File: config.mk
export PLATFORM = sky130hd
export DESIGN_NAME = priority_counting_semaphore_unit
export DESIGN_NICKNAME = d
export VERILOG_FILES = /design/src/design/pcs_pkg.sv /design/src/design/pcs_prio_find.sv /design/src/design/priority_counting_semaphore_unit.sv
export SDC_FILE = /design/constraint.sdc
export NUM_CORES = 1
export LEC_CHECK = 0
export BUFFER_PORTS_ARGS = -buffer_cell sky130_fd_sc_hd__buf_2
export CAP_MARGIN = 20
export CORE_UTILIZATION = 55
export CTS_CLUSTER_SIZE = 8
export DETAILED_ROUTE_END_ITERATION = 6
export GPL_TIMING_DRIVEN = 0
export PLACE_DENSITY_LB_ADDON = 0.2
export REMOVE_ABC_BUFFERS = 1
export SYNTH_ARGS = -nofsm -noshare
export SYNTH_HDL_FRONTEND = slang
export SYNTH_SLANG_ARGS = --single-unit
File: constraint.sdc
create_clock -name clk -period 4.05 [get_ports clk]
set_input_delay 0.405 -clock clk [delete_from_list [all_inputs] [get_ports clk]]
set_output_delay 0.405 -clock clk [all_outputs]
set_load 0.05 [all_outputs]
File: src/design/pcs_pkg.sv
// shared types and codes for the priority counting semaphore
package pcs_pkg;

	localparam int unsigned MAX_ROWS = 8;
	localparam int unsigned ROW_SHIFT = 3;

	localparam logic [1:0] KIND_WAIT    = 2'd0;
	localparam logic [1:0] KIND_SIGNAL  = 2'd1;
	localparam logic [1:0] KIND_TIMEOUT = 2'd2;

	localparam logic [2:0] ST_OK        = 3'd0;
	localparam logic [2:0] ST_BLOCKED   = 3'd1;
	localparam logic [2:0] ST_INT_ERR   = 3'd2;
	localparam logic [2:0] ST_TIMEOUT   = 3'd3;
	localparam logic [2:0] ST_SATURATED = 3'd4;

	localparam logic [15:0] COUNT_MAX = 16'hFFFF;

	typedef struct packed {
		logic       found;
		logic [2:0] row;
		logic [2:0] col;
	} waiter_t;

endpackage

File: src/design/pcs_prio_find.sv
// two-level lowest-set-bit search over the wait bitmaps
module pcs_prio_find
	import pcs_pkg::*;
(
	input  logic [7:0] group,
	input  logic [7:0] rows [MAX_ROWS],
	output waiter_t    top
);

	logic [2:0] grp_idx;
	logic [2:0] col_idx;
	logic [7:0] sel_row;

	always_comb begin
		grp_idx = 3'd0;
		for (int i = 7; i >= 0; i--) begin
			if (group[i]) begin
				grp_idx = 3'(i);
			end
		end
	end

	assign sel_row = rows[grp_idx];

	always_comb begin
		col_idx = 3'd0;
		for (int i = 7; i >= 0; i--) begin
			if (sel_row[i]) begin
				col_idx = 3'(i);
			end
		end
	end

	assign top.found = |group;
	assign top.row   = grp_idx;
	assign top.col   = col_idx;

endmodule

File: src/design/priority_counting_semaphore_unit.sv
// top level of the priority counting semaphore with a two-level wait bitmap
//
// a request is taken at a rising edge with start high and busy low; kind,
// task_prio and in_interrupt are sampled there into an input register
// at the next edge the result register loads and done is high for exactly
// one cycle with status, woken_valid, woken_prio and count_now; the
// receiver cannot stall, so a result is never held back
// a new request may be taken every cycle, since the count and bitmap update
// in the same cycle that the result register loads
// the count register is written through cfg_valid/cfg_ready/cfg_data,
// always ready; a write reloads the count and keeps the wait list
// reset clears the count, the wait bitmaps and the pipeline valid bits;
// busy is high for the first cycle after reset is released
// ROW_COUNT limits which priority rows can hold a waiter
module priority_counting_semaphore_unit
	import pcs_pkg::*;
#(
	parameter int unsigned ROW_COUNT = 8
) (
	input  logic        clk,
	input  logic        arst_n,
	input  logic        start,
	output logic        busy,
	input  logic [1:0]  kind,
	input  logic [5:0]  task_prio,
	input  logic        in_interrupt,
	input  logic        cfg_valid,
	output logic        cfg_ready,
	input  logic [15:0] cfg_data,
	output logic        done,
	output logic [2:0]  status,
	output logic        woken_valid,
	output logic [5:0]  woken_prio,
	output logic [15:0] count_now
);

	localparam logic [7:0] ROW_MASK = 8'((9'd1 << ROW_COUNT) - 9'd1);

	logic        busy_q;
	logic        valid_s1;
	logic [1:0]  kind_s1;
	logic [5:0]  prio_s1;
	logic        intr_s1;

	logic [15:0] count_q;
	logic [7:0]  group_q;
	logic [7:0]  rows_q [MAX_ROWS];

	logic        done_q;
	logic [2:0]  status_q;
	logic        wvalid_q;
	logic [5:0]  wprio_q;

	waiter_t     top;
	logic [2:0]  row;
	logic [2:0]  col;
	logic        row_ok;
	logic        clr_en;
	logic [2:0]  clr_row;
	logic [2:0]  clr_col;
	logic [15:0] count_d;
	logic [7:0]  group_d;
	logic [7:0]  rows_d [MAX_ROWS];
	logic [2:0]  status_d;
	logic        wvalid_d;
	logic [5:0]  wprio_d;

	pcs_prio_find u_find (
		.group (group_q),
		.rows  (rows_q),
		.top   (top)
	);

	assign row    = prio_s1[5:3];
	assign col    = prio_s1[2:0];
	assign row_ok = {1'b0, row} < 4'(ROW_COUNT);

	always_comb begin
		count_d  = count_q;
		group_d  = group_q;
		rows_d   = rows_q;
		status_d = ST_OK;
		wvalid_d = 1'b0;
		wprio_d  = 6'd0;
		clr_en   = 1'b0;
		clr_row  = row;
		clr_col  = col;
		case (kind_s1)
			KIND_WAIT: begin
				if (intr_s1) begin
					status_d = ST_INT_ERR;
				end else if (count_q != 16'd0) begin
					count_d = count_q - 16'd1;
				end else if (!row_ok) begin
					status_d = ST_INT_ERR;
				end else begin
					rows_d[row][col] = 1'b1;
					group_d[row]     = 1'b1;
					status_d         = ST_BLOCKED;
				end
			end
			KIND_SIGNAL: begin
				if (top.found) begin
					wvalid_d = 1'b1;
					wprio_d  = {top.row, top.col};
					clr_en   = 1'b1;
					clr_row  = top.row;
					clr_col  = top.col;
				end else if (count_q == COUNT_MAX) begin
					status_d = ST_SATURATED;
				end else begin
					count_d = count_q + 16'd1;
				end
			end
			KIND_TIMEOUT: begin
				clr_en   = row_ok;
				status_d = ST_TIMEOUT;
			end
			default: begin
				status_d = ST_OK;
			end
		endcase
		if (clr_en) begin
			rows_d[clr_row][clr_col] = 1'b0;
			if (rows_d[clr_row] == 8'd0) begin
				group_d[clr_row] = 1'b0;
			end
		end
	end

	always_ff @(posedge clk or negedge arst_n) begin
		if (!arst_n) begin
			busy_q   <= 1'b1;
			valid_s1 <= 1'b0;
			done_q   <= 1'b0;
			count_q  <= 16'd0;
			group_q  <= 8'd0;
			for (int r = 0; r < MAX_ROWS; r++) begin
				rows_q[r] <= 8'd0;
			end
		end else begin
			busy_q   <= 1'b0;
			valid_s1 <= start && !busy_q;
			done_q   <= valid_s1;
			if (valid_s1) begin
				count_q <= count_d;
				group_q <= group_d & ROW_MASK;
				for (int r = 0; r < MAX_ROWS; r++) begin
					rows_q[r] <= ROW_MASK[r] ? rows_d[r] : 8'd0;
				end
			end
			if (cfg_valid) begin
				count_q <= cfg_data;
			end
		end
	end

	always_ff @(posedge clk) begin
		if (start && !busy_q) begin
			kind_s1 <= kind;
			prio_s1 <= task_prio;
			intr_s1 <= in_interrupt;
		end
		if (valid_s1) begin
			status_q <= status_d;
			wvalid_q <= wvalid_d;
			wprio_q  <= wprio_d;
		end
	end

	assign busy        = busy_q;
	assign cfg_ready   = 1'b1;
	assign done        = done_q;
	assign status      = status_q;
	assign woken_valid = wvalid_q;
	assign woken_prio  = wprio_q;
	assign count_now   = count_q;

`ifndef SYNTHESIS
	a_accept_to_done: assert property (@(posedge clk) disable iff (!arst_n)
		valid_s1 |=> done)
		else $error("request in flight produced no result");
	a_woken_prio_zero: assert property (@(posedge clk) disable iff (!arst_n)
		(done && !woken_valid) |-> (woken_prio == 6'd0))
		else $error("woken_prio set without a released waiter");
	a_woken_ok: assert property (@(posedge clk) disable iff (!arst_n)
		(done && woken_valid) |-> (status == ST_OK))
		else $error("released waiter with non-ok status");
	a_sat_full: assert property (@(posedge clk) disable iff (!arst_n)
		(done && status == ST_SATURATED) |-> (count_now == COUNT_MAX))
		else $error("saturation reported below full count");
	a_group_rows: assert property (@(posedge clk) disable iff (!arst_n)
		(group_q == 8'd0) |-> ((rows_q[0] | rows_q[1] | rows_q[2] | rows_q[3]
			| rows_q[4] | rows_q[5] | rows_q[6] | rows_q[7]) == 8'd0))
		else $error("waiter recorded in a row without its group bit");
`endif

endmodule

# [Word-level counts from Yosys, hierarchy flattened]
# Cells that the tools add are included.
[op_classes] add_sub_neg=2 magnitude_cmp=13 eq_ne=7 n_mux=61 n_bitwise=9 n_reduce_logical=16
[op_table] cell="two-way mux 64 bit" n=4
[op_table] cell="two-way mux 16 bit" n=6
[op_table] cell="two-way mux 8 bit" n=11
[op_table] cell="two-way mux 3 bit" n=22
[op_table] cell="bitwise AND 64 bit" n=1
[op_table] cell="NOT 64 bit" n=1
[op_table] cell="bitwise OR 64 bit" n=1
[op_table] cell="binary-select mux 8 bit (select 3 bit)" n=2
[op_table] cell="demux 8 bit (select 3 bit)" n=2
[op_table] cell="case mux 16 bit (2 select lines)" n=1
[op_table] cell="adder 16 x 1 -> 16 bit, second input constant" n=1
[op_table] cell="== test 16 bit, second input constant" n=1
[op_table] cell="less-than comparator 3 x 4 -> 1 bit, second input constant" n=4
[op_table] cell="nonzero test 16 bit" n=1
[op_table] cell="subtractor 16 x 1 -> 16 bit, second input constant" n=1
[op_table] cell="demux 1 bit (select 3 bit)" n=4
[op_table] cell="greater-or-equal comparator 3 x 1 -> 1 bit, second input constant" n=4
[op_table] cell="greater-or-equal comparator 4 bit, second input constant" n=3
[op_table] cell="inequality test 3 bit, second input constant" n=4
[op_table] cell="NOT 3 -> 4 bit" n=3
[op_table] cell="case mux 3 bit (3 select lines)" n=1
[op_table] cell="bitwise AND 8 bit" n=1
[op_table] cell="logical NOT 8 bit" n=1
[op_table] cell="less-than comparator 4 x 1 -> 1 bit, second input constant" n=2
[op_table] cell="other kinds (15)" n=26
[totals] reg_bits=110 in_bits=29 output_inout_bits=29 wordCells=127

# [Longest topological paths before layout]
# Gate-level depths: netlist of run 1.
[logic_depth] word_depth=36 mapped_depth=16 mapped_depth_nobuf=15

# [By module]
# From an unflattened synthesis of run 1, not the netlist that was laid out.
[hier_totals] cells_unflattened=870 area_unflattened_um2=7811.2
[by_module_without_submodules] mod="priority_counting_semaphore_unit" n_inst=1 cells_each=776 area_per_inst_um2=6990.5 seq_area_each_um2=2849.0
[by_module_without_submodules] mod="pcs_prio_find" n_inst=1 cells_each=94 area_per_inst_um2=820.8 seq_area_each_um2=0.0

# [Worst setup path before layout of run 1]
# No wires, ideal clock.
[synth_timing] path_kind="register to register" startpoint="register group_q[2]" endpoint="register group_q[6]" setup_ns=0.144 arrival_time_ns=3.486 required_time_ns=3.906 setup_slack_ns=0.420 path_stages_with_launch=14 path_buffers=2 period_less_slack_ns=3.630 path_cell_list="dfrtp_1 buf_2 or4_4 nor2b_1 buf_4 nor4b_1 a31o_1 a211oi_4 nand2_2 o41a_1 nor3_4 o22ai_2 a2111oi_4 a21oi_2"
[synth_via] elab_chain_cells=31 word_cells_on_any_way=48 classes_between="order compare (6); mux (31); bitwise (6); reduce/logical (5)"
[synth_lines] item="start: declaration" line_no="priority_counting_semaphore_unit.sv:46" text="logic [7:0] group_q;"
[synth_lines] item="start signal: assignment" line_no="priority_counting_semaphore_unit.sv:147" text="group_q <= group_d & ROW_MASK;"
[synth_lines] item="two-way mux 3 bit (3 in series)" line_no="pcs_prio_find.sv:17" text="if (group[i]) begin"
[synth_lines] item="NOT 3 -> 4 bit (implied by the code)" line_no="pcs_prio_find.sv:23" text="assign sel_row = rows[grp_idx];"
[synth_lines] item="binary-select mux 8 bit (select 3 bit)" line_no="pcs_prio_find.sv:23"
[synth_lines] item="two-way mux 8 bit (implied by the code) (2 in series)" line_no="pcs_prio_find.sv:23"
[synth_lines] item="two-way mux 3 bit (8 in series)" line_no="pcs_prio_find.sv:28" text="if (sel_row[i]) begin"
[synth_lines] item="two-way mux 3 bit" line_no="priority_counting_semaphore_unit.sv:103" text="if (top.found) begin"
[synth_lines] item="two-way mux 3 bit" line_no="priority_counting_semaphore_unit.sv:88" text="case (kind_s1)"
[synth_lines] item="less-than comparator 3 x 4 -> 1 bit (implied by the code) / greater-or-equal comparator 3 x 1 -> 1 bit (equally long branches)" line_no="priority_counting_semaphore_unit.sv:124" text="rows_d[clr_row][clr_col] = 1'b0;"
[synth_lines] item="[... 4 more ...]"
[synth_lines] item="demux 8 bit (select 3 bit)" line_no="priority_counting_semaphore_unit.sv:124"
[synth_lines] item="NOT 64 bit (no line)"
[synth_lines] item="bitwise AND 64 bit (no line)"
[synth_lines] item="binary-select mux 8 bit (select 3 bit)" line_no="priority_counting_semaphore_unit.sv:125" text="if (rows_d[clr_row] == 8'd0) begin"
[synth_lines] item="two-way mux 8 bit (implied by the code) (2 in series)" line_no="priority_counting_semaphore_unit.sv:125"
[synth_lines] item="logical NOT 8 bit" line_no="priority_counting_semaphore_unit.sv:125"
[synth_lines] item="two-way mux 8 bit" line_no="priority_counting_semaphore_unit.sv:125"
[synth_lines] item="two-way mux 8 bit *" line_no="priority_counting_semaphore_unit.sv:123" text="if (clr_en) begin"
# Mark *: on every way between the ends. The rest lies on a longest branch, timed or not. The select of a mux whose other input is x is not followed.
# A chain may end at the register's enable or synchronous reset.

# [Final worst setup path of run 1]
[layout_timing] startpoint="register kind_s1[1]" endpoint="register group_q[5]"
[layout_via] elab_chain_cells=16 word_cells_on_any_way=34 classes_between="order compare (6); eq/ne (2); mux (16); bitwise (5); reduce/logical (5)"
[layout_lines] item="start: declaration" line_no="priority_counting_semaphore_unit.sv:41" text="logic [1:0] kind_s1;"
[layout_lines] item="start signal: assignment" line_no="priority_counting_semaphore_unit.sv:160" text="kind_s1 <= kind;"
[layout_lines] item="== test 2 x 1 -> 1 bit" line_no="priority_counting_semaphore_unit.sv:88"
[layout_lines] item="two-way mux 3 bit" line_no="priority_counting_semaphore_unit.sv:88"
[layout_lines] item="less-than comparator 3 x 4 -> 1 bit (implied by the code) / greater-or-equal comparator 3 x 1 -> 1 bit (equally long branches)" line_no="priority_counting_semaphore_unit.sv:124"
[layout_lines] item="logical AND 1 bit (implied by the code)" line_no="priority_counting_semaphore_unit.sv:124"
[layout_lines] item="two-way mux 1 bit (implied by the code)" line_no="priority_counting_semaphore_unit.sv:124"
[layout_lines] item="demux 1 bit (select 3 bit)" line_no="priority_counting_semaphore_unit.sv:124"
[layout_lines] item="two-way mux 8 bit (implied by the code)" line_no="priority_counting_semaphore_unit.sv:124"
[layout_lines] item="demux 8 bit (select 3 bit)" line_no="priority_counting_semaphore_unit.sv:124"
[layout_lines] item="NOT 64 bit (no line)"
[layout_lines] item="bitwise AND 64 bit (no line)"
[layout_lines] item="binary-select mux 8 bit (select 3 bit)" line_no="priority_counting_semaphore_unit.sv:125"
[layout_lines] item="two-way mux 8 bit (implied by the code) (2 in series)" line_no="priority_counting_semaphore_unit.sv:125"
[layout_lines] item="logical NOT 8 bit" line_no="priority_counting_semaphore_unit.sv:125"
[layout_lines] item="two-way mux 8 bit" line_no="priority_counting_semaphore_unit.sv:125"
[layout_lines] item="two-way mux 8 bit *" line_no="priority_counting_semaphore_unit.sv:123"
# Marks and branches as above.

==> results of run 1 <==
==> layout by cell type, fill, tap and decap left out, types with 7 or more instances in the layout <==
cell / Yosys / layout
o211ai_1: 12 / 12
nor4_1: 18 / 10
a211o_1: 15 / 14
a21oi_2: 8 / 10
dfrtp_1: 90 / 85
a21oi_1: 184 / 182
o21ai_0: 36 / 34
nand3_1: 21 / 19
nor3_1: 23 / 22
ha_1: 18 / 17
a211oi_1: 37 / 37
nor2_1: 59 / 55
a21o_1: 7 / 7
mux2i_1: 12 / 12
clkbuf_16: 0 / 9
buf_4: 4 / 36
mux2_1: 7 / 7
buf_2: 8 / 62
edfxtp_1: 19 / 19
and2_1: 12 / 12
nand2_1: 44 / 43
inv_1: 15 / 13
xnor2_1: 10 / 10
==> how the worst max path moves through the flow <==
stage	startpoint	to	slack, ns	depth (start not counted)
after CTS	group_q[1]	group_q[6]	0.01	12
after global routing	kind_s1[1]	group_q[4]	-0.05	13
after detailed placement	group_q[1]	group_q[6]	-1.63	11
after global placement	group_q[2]	group_q[6]	-2.00	11
final	kind_s1[1]	group_q[5]	-0.006	13
after floorplan	group_q[2]	group_q[6]	0.09	11
==> per-layer routing <==
| metal | up-vias | routed length, µm |
|---|---|---|
| met2 | 566 | 12000 |
| met1 | 3653 | 10300 |
| li1 | 3328 | - |
| met5 | - | 0 |
| met4 | 0 | 1460 |
| met3 | 152 | 3510 |
==> worst reg2reg max path, cell delays in order, from the launching register on <==
cell	delay [ns]
edfxtp_1	0.48
inv_1	0.17
ha_4	0.25
o21ai_4	0.11
buf_4	0.16
nor3_1	0.48
a21o_1	0.46
mux2_2	0.42
o211ai_1	0.40
a31oi_1	0.09
a221o_1	0.36
a2111oi_4	0.28
buf_12	0.19
a21oi_2	0.06
==> cell usage after synthesis, types with 6 or more instances <==
master	n
a21oi_1	184
dfrtp_1	90
nor2_1	59
nand2_1	44
a211oi_1	37
o21ai_0	36
clkbuf_1	32
nor3_1	23
nand3_1	21
edfxtp_1	19
ha_1	18
nor4_1	18
a211o_1	15
inv_1	15
and2_1	12
mux2i_1	12
o211ai_1	12
xnor2_1	10
a221oi_1	9
nor2b_1	9
a21oi_2	8
buf_2	8
a21o_1	7
a221o_1	7
mux2_1	7
and3_1	6
nand4_1	6
==> power breakdown <==
group / total [µW] / switching (µW) / internal, µW / leakage (µW)
combinational: 455 / 297 / 158 / 0.00208
clock: 897 / 452 / 445 / 0.000142
sequential: 1200 / 47.7 / 1150 / 0.00141
==> cell families after synthesis <==
family	synth area share [%]
buf+inv	3.77
other cells	0.102
compound gates	32.5
simple gates	16.4
flops	38.9
xor+xnor	1.79
fa+ha+maj	3.35
mux	3.18
==> sequential cells by signal, indices dropped and copies added (netlist names) <==
register and cells:
kind_s1 2, busy 1, done 1, intr_s1 1
valid_s1 1, rows_q 64, woken_prio 6, prio_s1 6
count_now 16, group_q 8, woken_valid 1, status 3
==> metrics by stage <==
| stage | instance area [µm²] | utilization (%) | hold WS [ns] | power [µW] |
|---|---|---|---|---|
| 2_1_floorplan | 7110 | - | 0.109 | 1510 |
| 3_3_place_gp | 7600 | 59.3 | 0.508 | 1620 |
| 3_5_place_dp | 7800 | 60.9 | 0.319 | 1650 |
| 4_1_cts | 8400 | 65.5 | 0.210 | 2540 |
| 5_1_grt | 8760 | 68.3 | 0.205 | 2630 |
| 6_report | 8760 | 68.3 | 0.213 | 2550 |
==> final cells by class <==
cell class              count  area [µm²]
clock inverters             6        51.3
flip-flops and latches    110        2860
fillers                  1023        4060
multi-input cells         661        4590
repair buffers            109         738
inverters                  15        63.8
clock buffers              10         239
well taps                 172         215
==> repair_timing <==
action,in CTS,in global routing
hold buffers,1,0
pin swaps,5,13
setup buffers,12,17
cloned,0,1
resized for setup,40,35
endpoints found under the hold margin,19,0
setup endpoints to repair,71,18
==> key figures, run 1 <==
GRT
  – Largest net degree at the start of global routing: 73
  – GR Overflow Total: 0
  – Met2 usage: roughly three fifths
  – Vias in the first global route: about 7300
  – Met1 Track Usage GR: 48.9%
  – Total Routing Usage GR: 38.8%
  – GR Util met3: around an eighth
  – Global-route wire length before repair: between 40000 and 50000 µm
  – Busiest metal layer after global routing: met2
  – Initial antenna violation count: 0

Logic synthesis
  – Synth async-reset ratio: between 80 and 90%
  – Synth Cell Area: around 0.0073 mm²
  – Synthesized flop and latch total: 110
  – Register area share after synthesis: 38.9%
  – Leading post-synthesis cells by cell area: dfrtp_1 (31%), a21oi_1 (13%), edfxtp_1 (7.8%)
  – Post-Syn Area per Cell: about 8.8 µm²
  – Synth cell types: 81
  – Ys flop type: dfrtp_1
  – Warnings, synthesis: 0
  – Yosys top cell by area: dfrtp_1
  – Top-area cell type share of the netlist area: 30.7%
  – Post-synth EDFFs: 19
  – Mapped Cells: 835

Timing
  – Slew HR: a little over a quarter
  – Max Freq: 247 MHz
  – Final setup margin: -0.00561 ns
  – Period Utilization, post-route: 100%
  – Slew Limit Fails: 0
  – Final setup TNS: -0.0161 ns
  – Worst Max-Slew Pin Slew: 1.09 ns
  – Worst clock skew: between 0.008 and 0.009 ns
  – Final hold vios: 0
  – Minimum clock period: 4.06 ns
  – Final setup violation count: 4

Floorplanning
  – Core area: about 0.013 mm²
  – Die W: approximately 120 µm
  – Initial Utilization: a little under three fifths
  – Die Footprint: ~0.014 mm²
  – I/O pin count: 58
  – Die height: roughly 120 µm
  – Num rows: 41

Clocking
  – CTS tree: done
  – Max Buffers Root-to-Sink: 2
  – Reg clk slew, reported paths: 0.07 ns
  – Clock root buffer: clkbuf_16
  – Clock sink count: 110
  – Total CTS buffers: 9
  – Clk Latency, worst-skew pair: around 0.37 ns
  – CTS H-tree lvls: 3

Routing
  – # DRC: 0
  – Final ANT Viol Nets: 0
  – Drt initial violations: around 1200
  – Routed Wire Length: about 27000 µm
  – Vias: 7699
  – Vias per cell: ~7
  – First-pass detailed-route iteration total: 6
  – WL/cell: ~25 µm

Setup path
  – Critical Path End Type: flip-flop
  – R2r startpoint: kind_s1[1]
  – CP Launch Type: flip-flop
  – CP Cell Sequence: inv_1 -> ha_4 -> o21ai_4 -> buf_4 -> nor3_1 -> a21o_1 -> mux2_2 -> o211ai_1 -> a31oi_1 -> a221o_1 -> a2111oi_4 -> buf_12 -> a21oi_2
  – CP required: about 4.3 ns
  – Worst path bufs/invs: 3
  – Crit-path max cell delay: 0.48 ns
  – Worst path top cell family by delay: compound AO/OA/AOI/OAI gates
  – R2R setup slack: -0.006 ns
  – RR Endpoint: group_q[5]
  – CP Class: flip-flop to flip-flop
  – Worst path slowest cell: edfxtp_1
  – CP Max Fanout: 9
  – Worst Reg-to-Reg Cells: 13
  – CP Data Arrival Time: 4.27 ns

Placement
  – Placed instance count: 1033
  – Hpwl dp: 18600 µm
  – Place WS: -1.63 ns
  – Gpl congestion: 0.951
  – IO Port Bufs: between 50 and 60

Flow run
  – Max Cap Violations: 0

Finish
  – Final Non-Filler Cells: about 1100
  – Ant diodes: 0
  – Layout cells sized above 1: 23.2%
  – Nets: ~950
  – Area Overhead vs Synth: 19.5%

Hold path
  – Hold path startpoint: task_prio[3]
  – Min-delay worst type: input port to flip-flop
  – WHS Path Cells: 1
  – Hold endpoint: prio_s1[3]

Status
  – Failing checks: setup timing
  – Status: finished, violations left

Pwr
  – Pwr/cell area: around 290 mW/mm²
  – Peak VDD IR: 241 µV
  – Leak pwr: between 0.003 and 0.004 µW
No activity file was read; power rests on OpenSTA's default activity.
==> inputs of run 2 (changes only) <==
--- a/config.mk
+++ b/config.mk
@@ -7,7 +7,7 @@
 export LEC_CHECK = 0
 export BUFFER_PORTS_ARGS = -buffer_cell sky130_fd_sc_hd__buf_2
 export CAP_MARGIN = 20
-export CORE_UTILIZATION = 55
+export CORE_UTILIZATION = 37
 export CTS_CLUSTER_SIZE = 8
 export DETAILED_ROUTE_END_ITERATION = 6
 export GPL_TIMING_DRIVEN = 0
==> key figures, run 2 (synthesis results as in run 1) <==
Finish
  – Commonest non-fill, non-tap cells in the layout: a21oi_1 (182), dfrtp_1 (86), buf_2 (57)
  – Layout cells sized above 1: 22.1%
  – Nets: roughly 940
  – Final Non-Filler Cells: 1164
  – Fin area: 0.00879 mm²
  – Final Core Density: 45.2%
  – Ant diodes: 0
  – Max FFs per register: 64
  – Largest Register: rows_q
  – Commonest non-fill, non-tap cell in the layout: a21oi_1
  – Area Overhead vs Synth: 20.0%

Timing
  – Final setup margin: -0.00797 ns
  – Slew Limit Fails: 0
  – Final setup violation count: 2
  – Slew HR: between 20 and 25%
  – Worst clock skew: ~0.013 ns
  – Worst hold margin: approximately 0.031 ns
  – Max Freq: 246 MHz
  – Worst Max-Slew Pin Slew: about 1.2 ns
  – Minimum clock period: between 4 and 5 ns
  – Period Utilization, post-route: 100%
  – Final hold vios: 0

Routing
  – First-pass detailed-route iteration total: 5
  – Top Metal Used: met4
  – Final ANT Viol Nets: 0
  – Met2 Wirelength: about 12000 µm
  – # DRC: 0
  – Drt initial violations: 932
  – Met1 Wirelength: about 11000 µm
  – Routed Wire Length: ~27000 µm
  – WL/cell: around 24 µm
  – Metal3 WL: around 2400 µm
  – Vias per cell: about 6.3
  – Vias: roughly 7400

Placement
  – Hpwl dp: 18600 µm
  – Placed instance count: roughly 1100
  – Gpl congestion: between 0.9 and 1
  – IO Port Bufs: 56
  – Place WS: -1.56 ns
  – DP Area: 0.00802 mm²

Floorplanning
  – I/O pin count: a little under 60
  – Initial Utilization: between 30 and 40%
  – Core area: between 0.015 and 0.02 mm²
  – Num rows: just over 50
  – Die W: approximately 140 µm
  – Die height: ~140 µm
  – Die Footprint: between 0.02 and 0.025 mm²

Setup path
  – Levels on crit path: 12
  – Crit-path max cell delay: approximately 0.63 ns
  – CP Launch Type: flip-flop
  – CP Cell Sequence: or4_4 -> o21ai_4 -> nor3_2 -> a21o_1 -> nand2_1 -> o22ai_1 -> or3_1 -> o211ai_1 -> nand2_1 -> a2111oi_4 -> buf_6 -> a21oi_2
  – CP Max Fanout: 11
  – Worst path bufs/invs: 1
  – CP Class: flip-flop to flip-flop
  – CP Data Arrival Time: between 4 and 5 ns
  – Most frequent cell on the critical path: nand2_1
  – Critical Path End Type: flip-flop
  – CP required: 4.27 ns
  – Worst Reg-to-Reg Cells: 12
  – Worst path top cell family by delay: compound AO/OA/AOI/OAI gates
  – Worst path slowest cell: or4_4

Pwr
  – Seq pwr share: around 46%
  – Share of total power in the clock network: 36.9%
  – Comb power frac: 17.0%
  – Leak pwr: 0.00359 µW
  – Peak VDD IR: around 220 µV
  – Pwr/cell area: around 300 mW/mm²
  – P_sw: approximately 770 µW
  – Power Internal: about 1800 µW
  – Switching share of power: slightly below 30%

Clocking
  – CTS tree: done
  – Count of hold-fix buffers inserted at cts: 0
  – CTS H-tree lvls: 3
  – Clk Latency, worst-skew pair: approximately 0.37 ns
  – Clock root buffer: clkbuf_16
  – Clock sink count: 110
  – Max Buffers Root-to-Sink: 2
  – Total CTS buffers: 9
  – Reg clk slew, reported paths: about 0.070 ns

GRT
  – Total Routing Usage GR: a little over a quarter
  – Initial antenna violation count: 0
  – Global-route wire length before repair: 40800 µm
  – Largest net degree at the start of global routing: between 50 and 60
  – GR Overflow Total: 0
  – Vias in the first global route: around 7000

Flow run
  – Max Cap Violations: 0

Status
  – Failing checks: setup timing
  – Status: finished, violations left

Hold path
  – Min-delay worst type: input port to asynchronous set/reset pin
[run 2: changes by cell type in the layout (fill, tap and decap cells not counted), moves of 3 or more]
| cell | change |
|---|---|
| nor3_2 | +4 |
| a221oi_4 | -3 |
| buf_2 | -5 |
| nor4_4 | +3 |
| buf_6 | +6 |
| buf_4 | -9 |
| nor4_2 | -4 |
| nor3_1 | -4 |
[run 2: layout make-up]
class                           instances  area [µm²]
Multi-Input combinational cell        661        4560
Inverter                               15        63.8
Tap cell                              265         332
Fill cell                            1920       10700
Sequential cell                       110        2860
Timing Repair Buffer                   97         671
Clock inverter                          4        52.6
Clock buffer                           12         258
[run 2: worst register-to-register path: stages, from the launching register on]
cell       delay, ns
dfrtp_2         0.54
or4_4           0.63
o21ai_4         0.29
nor3_2          0.12
a21o_1          0.35
nand2_1         0.34
o22ai_1         0.15
or3_1           0.32
o211ai_1        0.34
nand2_1         0.16
a2111oi_4       0.42
buf_6           0.20
a21oi_2         0.07
[run 2: routing by layer]
layer,track usage (%),vias up
li1,-,3306
met5,0,-
met1,35.6,3551
met3,4.73,105
met4,14.4,0
met2,42.1,407
[run 2: stage by stage]
stage                     total power [µW]  setup TNS [ns]
after global placement                1640          -74.67
after detailed placement              1650          -27.16
after floorplan                       1510               0
after CTS                             2610               0
after global routing                  2690        -0.00303
final                                 2600        -0.00998
[run 2: what timing repair did]
action / in CTS / in global routing
buffers inserted: 12 / 8
pin swaps: 4 / 6
setup endpoints to repair: 69 / 10
cloned: 0 / 1
resized for setup: 35 / 25
[run 2: power by group through the flow]
stage	sequential [µW]	combinational, µW	clock, µW
finish	1200	443	958
global route	1200	486	1010
CTS	1200	437	972
detailed placement	1220	429	0
global placement	1220	416	0
floorplan	1280	229	0
[run 2: worst paths after layout]
check | from | endpoint | slack, ns
worst max-delay path | group_q[2] | group_q[7] | -0.008
worst min-delay path | arst_n | group_q[5] | 0.03
max in group asynchronous | arst_n | busy | 3.29
worst max register to register | group_q[2] | group_q[7] | -0.008
min in group clk | task_prio[2] | prio_s1[2] | 0.21
worst min register to register | rows_q[54] | rows_q[54] | 0.56
==> inputs of run 3 (changes only) <==
==> constraint.sdc (replaced) <==
create_clock -name clk -period 4.07 [get_ports clk]
set_input_delay 0.407 -clock clk [delete_from_list [all_inputs] [get_ports clk]]
set_output_delay 0.407 -clock clk [all_outputs]
set_load 0.05 [all_outputs]
==> key figures, run 3 (synthesis results as in run 1) <==
Status
  – Status: finished clean

Timing
  – Worst clock skew: roughly 0.015 ns
  – Final hold vios: 0
  – Final setup violation count: 0
  – Worst Max-Slew Pin Slew: 1.17 ns
  – Slew Limit Fails: 0
  – Period Utilization, post-route: roughly 100%
  – Slew HR: a little over a fifth
  – Max Freq: 246 MHz
  – Minimum clock period: 4.06 ns

Finish
  – Nets: 942
  – Layout cells sized above 1: between 20% and 30%
  – Largest Register: rows_q
  – Commonest non-fill, non-tap cells in the layout: a21oi_1 (182), dfrtp_1 (86), buf_2 (57)
  – Max FFs per register: 64
  – Fin area: 0.00879 mm²
  – Ant diodes: 0
  – Commonest non-fill, non-tap cell in the layout: a21oi_1
  – Area Overhead vs Synth: 19.9%

Clocking
  – Reg clk slew, reported paths: roughly 0.08 ns
  – Total CTS buffers: 9
  – Clk Latency, worst-skew pair: around 0.37 ns
  – CTS tree: done
  – CTS H-tree lvls: 3
  – Max Buffers Root-to-Sink: 2
  – Clock root buffer: clkbuf_16
  – Clock sink count: 110

Setup path
  – CP Class: flip-flop to flip-flop
  – Critical Path End Type: flip-flop
  – CP required: 4.29 ns
  – R2R setup slack: between 0.006 and 0.007 ns
  – RR Endpoint: group_q[7]
  – CP Data Arrival Time: ~4.3 ns
  – R2r startpoint: group_q[1]
  – CP Max Fanout: 11
  – Worst Reg-to-Reg Cells: 12
  – CP Launch Type: flip-flop

Flow run
  – Max Cap Violations: 0

Pwr
  – Switching share of power: 29.7%
  – Power Internal: approximately 1800 µW
  – Leak pwr: approximately 0.0036 µW
  – Share of total power in the clock network: ~37%
  – Comb power frac: approximately 17%
  – Peak VDD IR: ~220 µV
  – Seq pwr share: 46.0%
  – Tot Pwr: 2590 µW
  – P_sw: ~770 µW
  – Pwr/cell area: a little under 300 mW/mm²

GRT
  – Largest net degree at the start of global routing: 56
  – Initial antenna violation count: 0
  – Vias in the first global route: approximately 6900
  – GR Overflow Total: 0
  – Global-route wire length before repair: 40900 µm
  – Total Routing Usage GR: 27.0%

Floorplanning
  – Num rows: slightly above 50
  – Core area: about 0.02 mm²
  – Die Footprint: ~0.020 mm²
  – I/O pin count: 58
  – Initial Utilization: between 30 and 40%
  – Die W: 143 µm
  – Die height: 143 µm

Routing
  – Vias per cell: 6.36
  – Vias: 7398
  – # DRC: 0
  – WL/cell: 23.6 µm
  – Drt initial violations: between 800 and 900
  – First-pass detailed-route iteration total: 5
  – Routed Wire Length: 27500 µm
  – Final ANT Viol Nets: 0

Placement
  – IO Port Bufs: 56
  – Gpl congestion: just under 1
  – DP Area: 0.00802 mm²
  – Hpwl dp: between 15000 and 20000 µm

Hold path
  – Min-delay worst type: input port to asynchronous set/reset pin
[run 3: cell counts in the layout (fill, tap and decap cells not counted)]
No cell type changed its count.
[run 3: per-layer routing]
layer  GRT usage [%]  up-vias  wire [µm]
met4            14.5        0       1640
met1            36.0     3550      11300
met3            4.66      115       2500
met5               0        -          0
met2            41.8      429      12000
li1                -     3304          -
[run 3: how the worst max path moves through the flow]
stage / from / to / slack (ns) / cells after the start
floorplan: group_q[2] / group_q[6] / 0.11 / 11
global placement: group_q[1] / group_q[6] / -1.61 / 11
detailed placement: group_q[1] / group_q[6] / -1.54 / 11
CTS: group_q[3] / group_q[5] / 0.0008 / 13
global route: group_q[4] / group_q[7] / -0.0006 / 12
finish: group_q[1] / group_q[7] / 0.007 / 12
[run 3: worst max-delay path: stages, from the launching register on]
cell and delay, ns:
dfrtp_4 0.58, or4_4 0.58, o21ai_4 0.29, nor3_2 0.12, a21o_1 0.35, nand2_1 0.34, o22ai_1 0.15, or3_1 0.32
o211ai_1 0.33, nand2_1 0.16, a2111oi_4 0.42, buf_6 0.21, a21oi_2 0.06
[run 3: final cells by class]
cell class | instances | area, µm²
Clock buffer | 12 | 258
Clock inverter | 4 | 52.6
Fill cell | 1925 | 10700
Inverter | 15 | 63.8
Multi-Input combinational cell | 661 | 4550
Sequential cell | 110 | 2860
Tap cell | 265 | 332
Timing Repair Buffer | 97 | 671
[run 3: repair_timing]
action	4_1_cts	5_1_grt
hold buffers	0	0
gates cloned	0	1
pin swaps	3	5
gates resized for setup	31	28
setup buffers	12	8
setup endpoints to repair	66	10
[run 3: through the flow]
step	setup WS (ns)	cells	util (%)	TNS (ns)	hold slack, ns
finish	0.00658	1164	45.1	0	0.0418
global route	-0.000560	1164	45.1	-0.000560	0.0815
CTS	0.000848	1154	44.0	0	0.0564
detailed placement	-1.54	1126	41.2	-25.88	0.438
global placement	-1.61	1106	39.7	-73.22	0.523
floorplan	0.110	785	-	0	0.111
[run 3: power by group through the flow]
| stage | logic (µW) | registers (µW) | clock network (µW) |
|---|---|---|---|
| 5_1_grt | 483 | 1200 | 1000 |
| 3_3_place_gp | 414 | 1210 | 0 |
| 6_report | 441 | 1190 | 955 |
| 3_5_place_dp | 427 | 1210 | 0 |
| 4_1_cts | 434 | 1190 | 967 |
| 2_1_floorplan | 228 | 1270 | 0 |
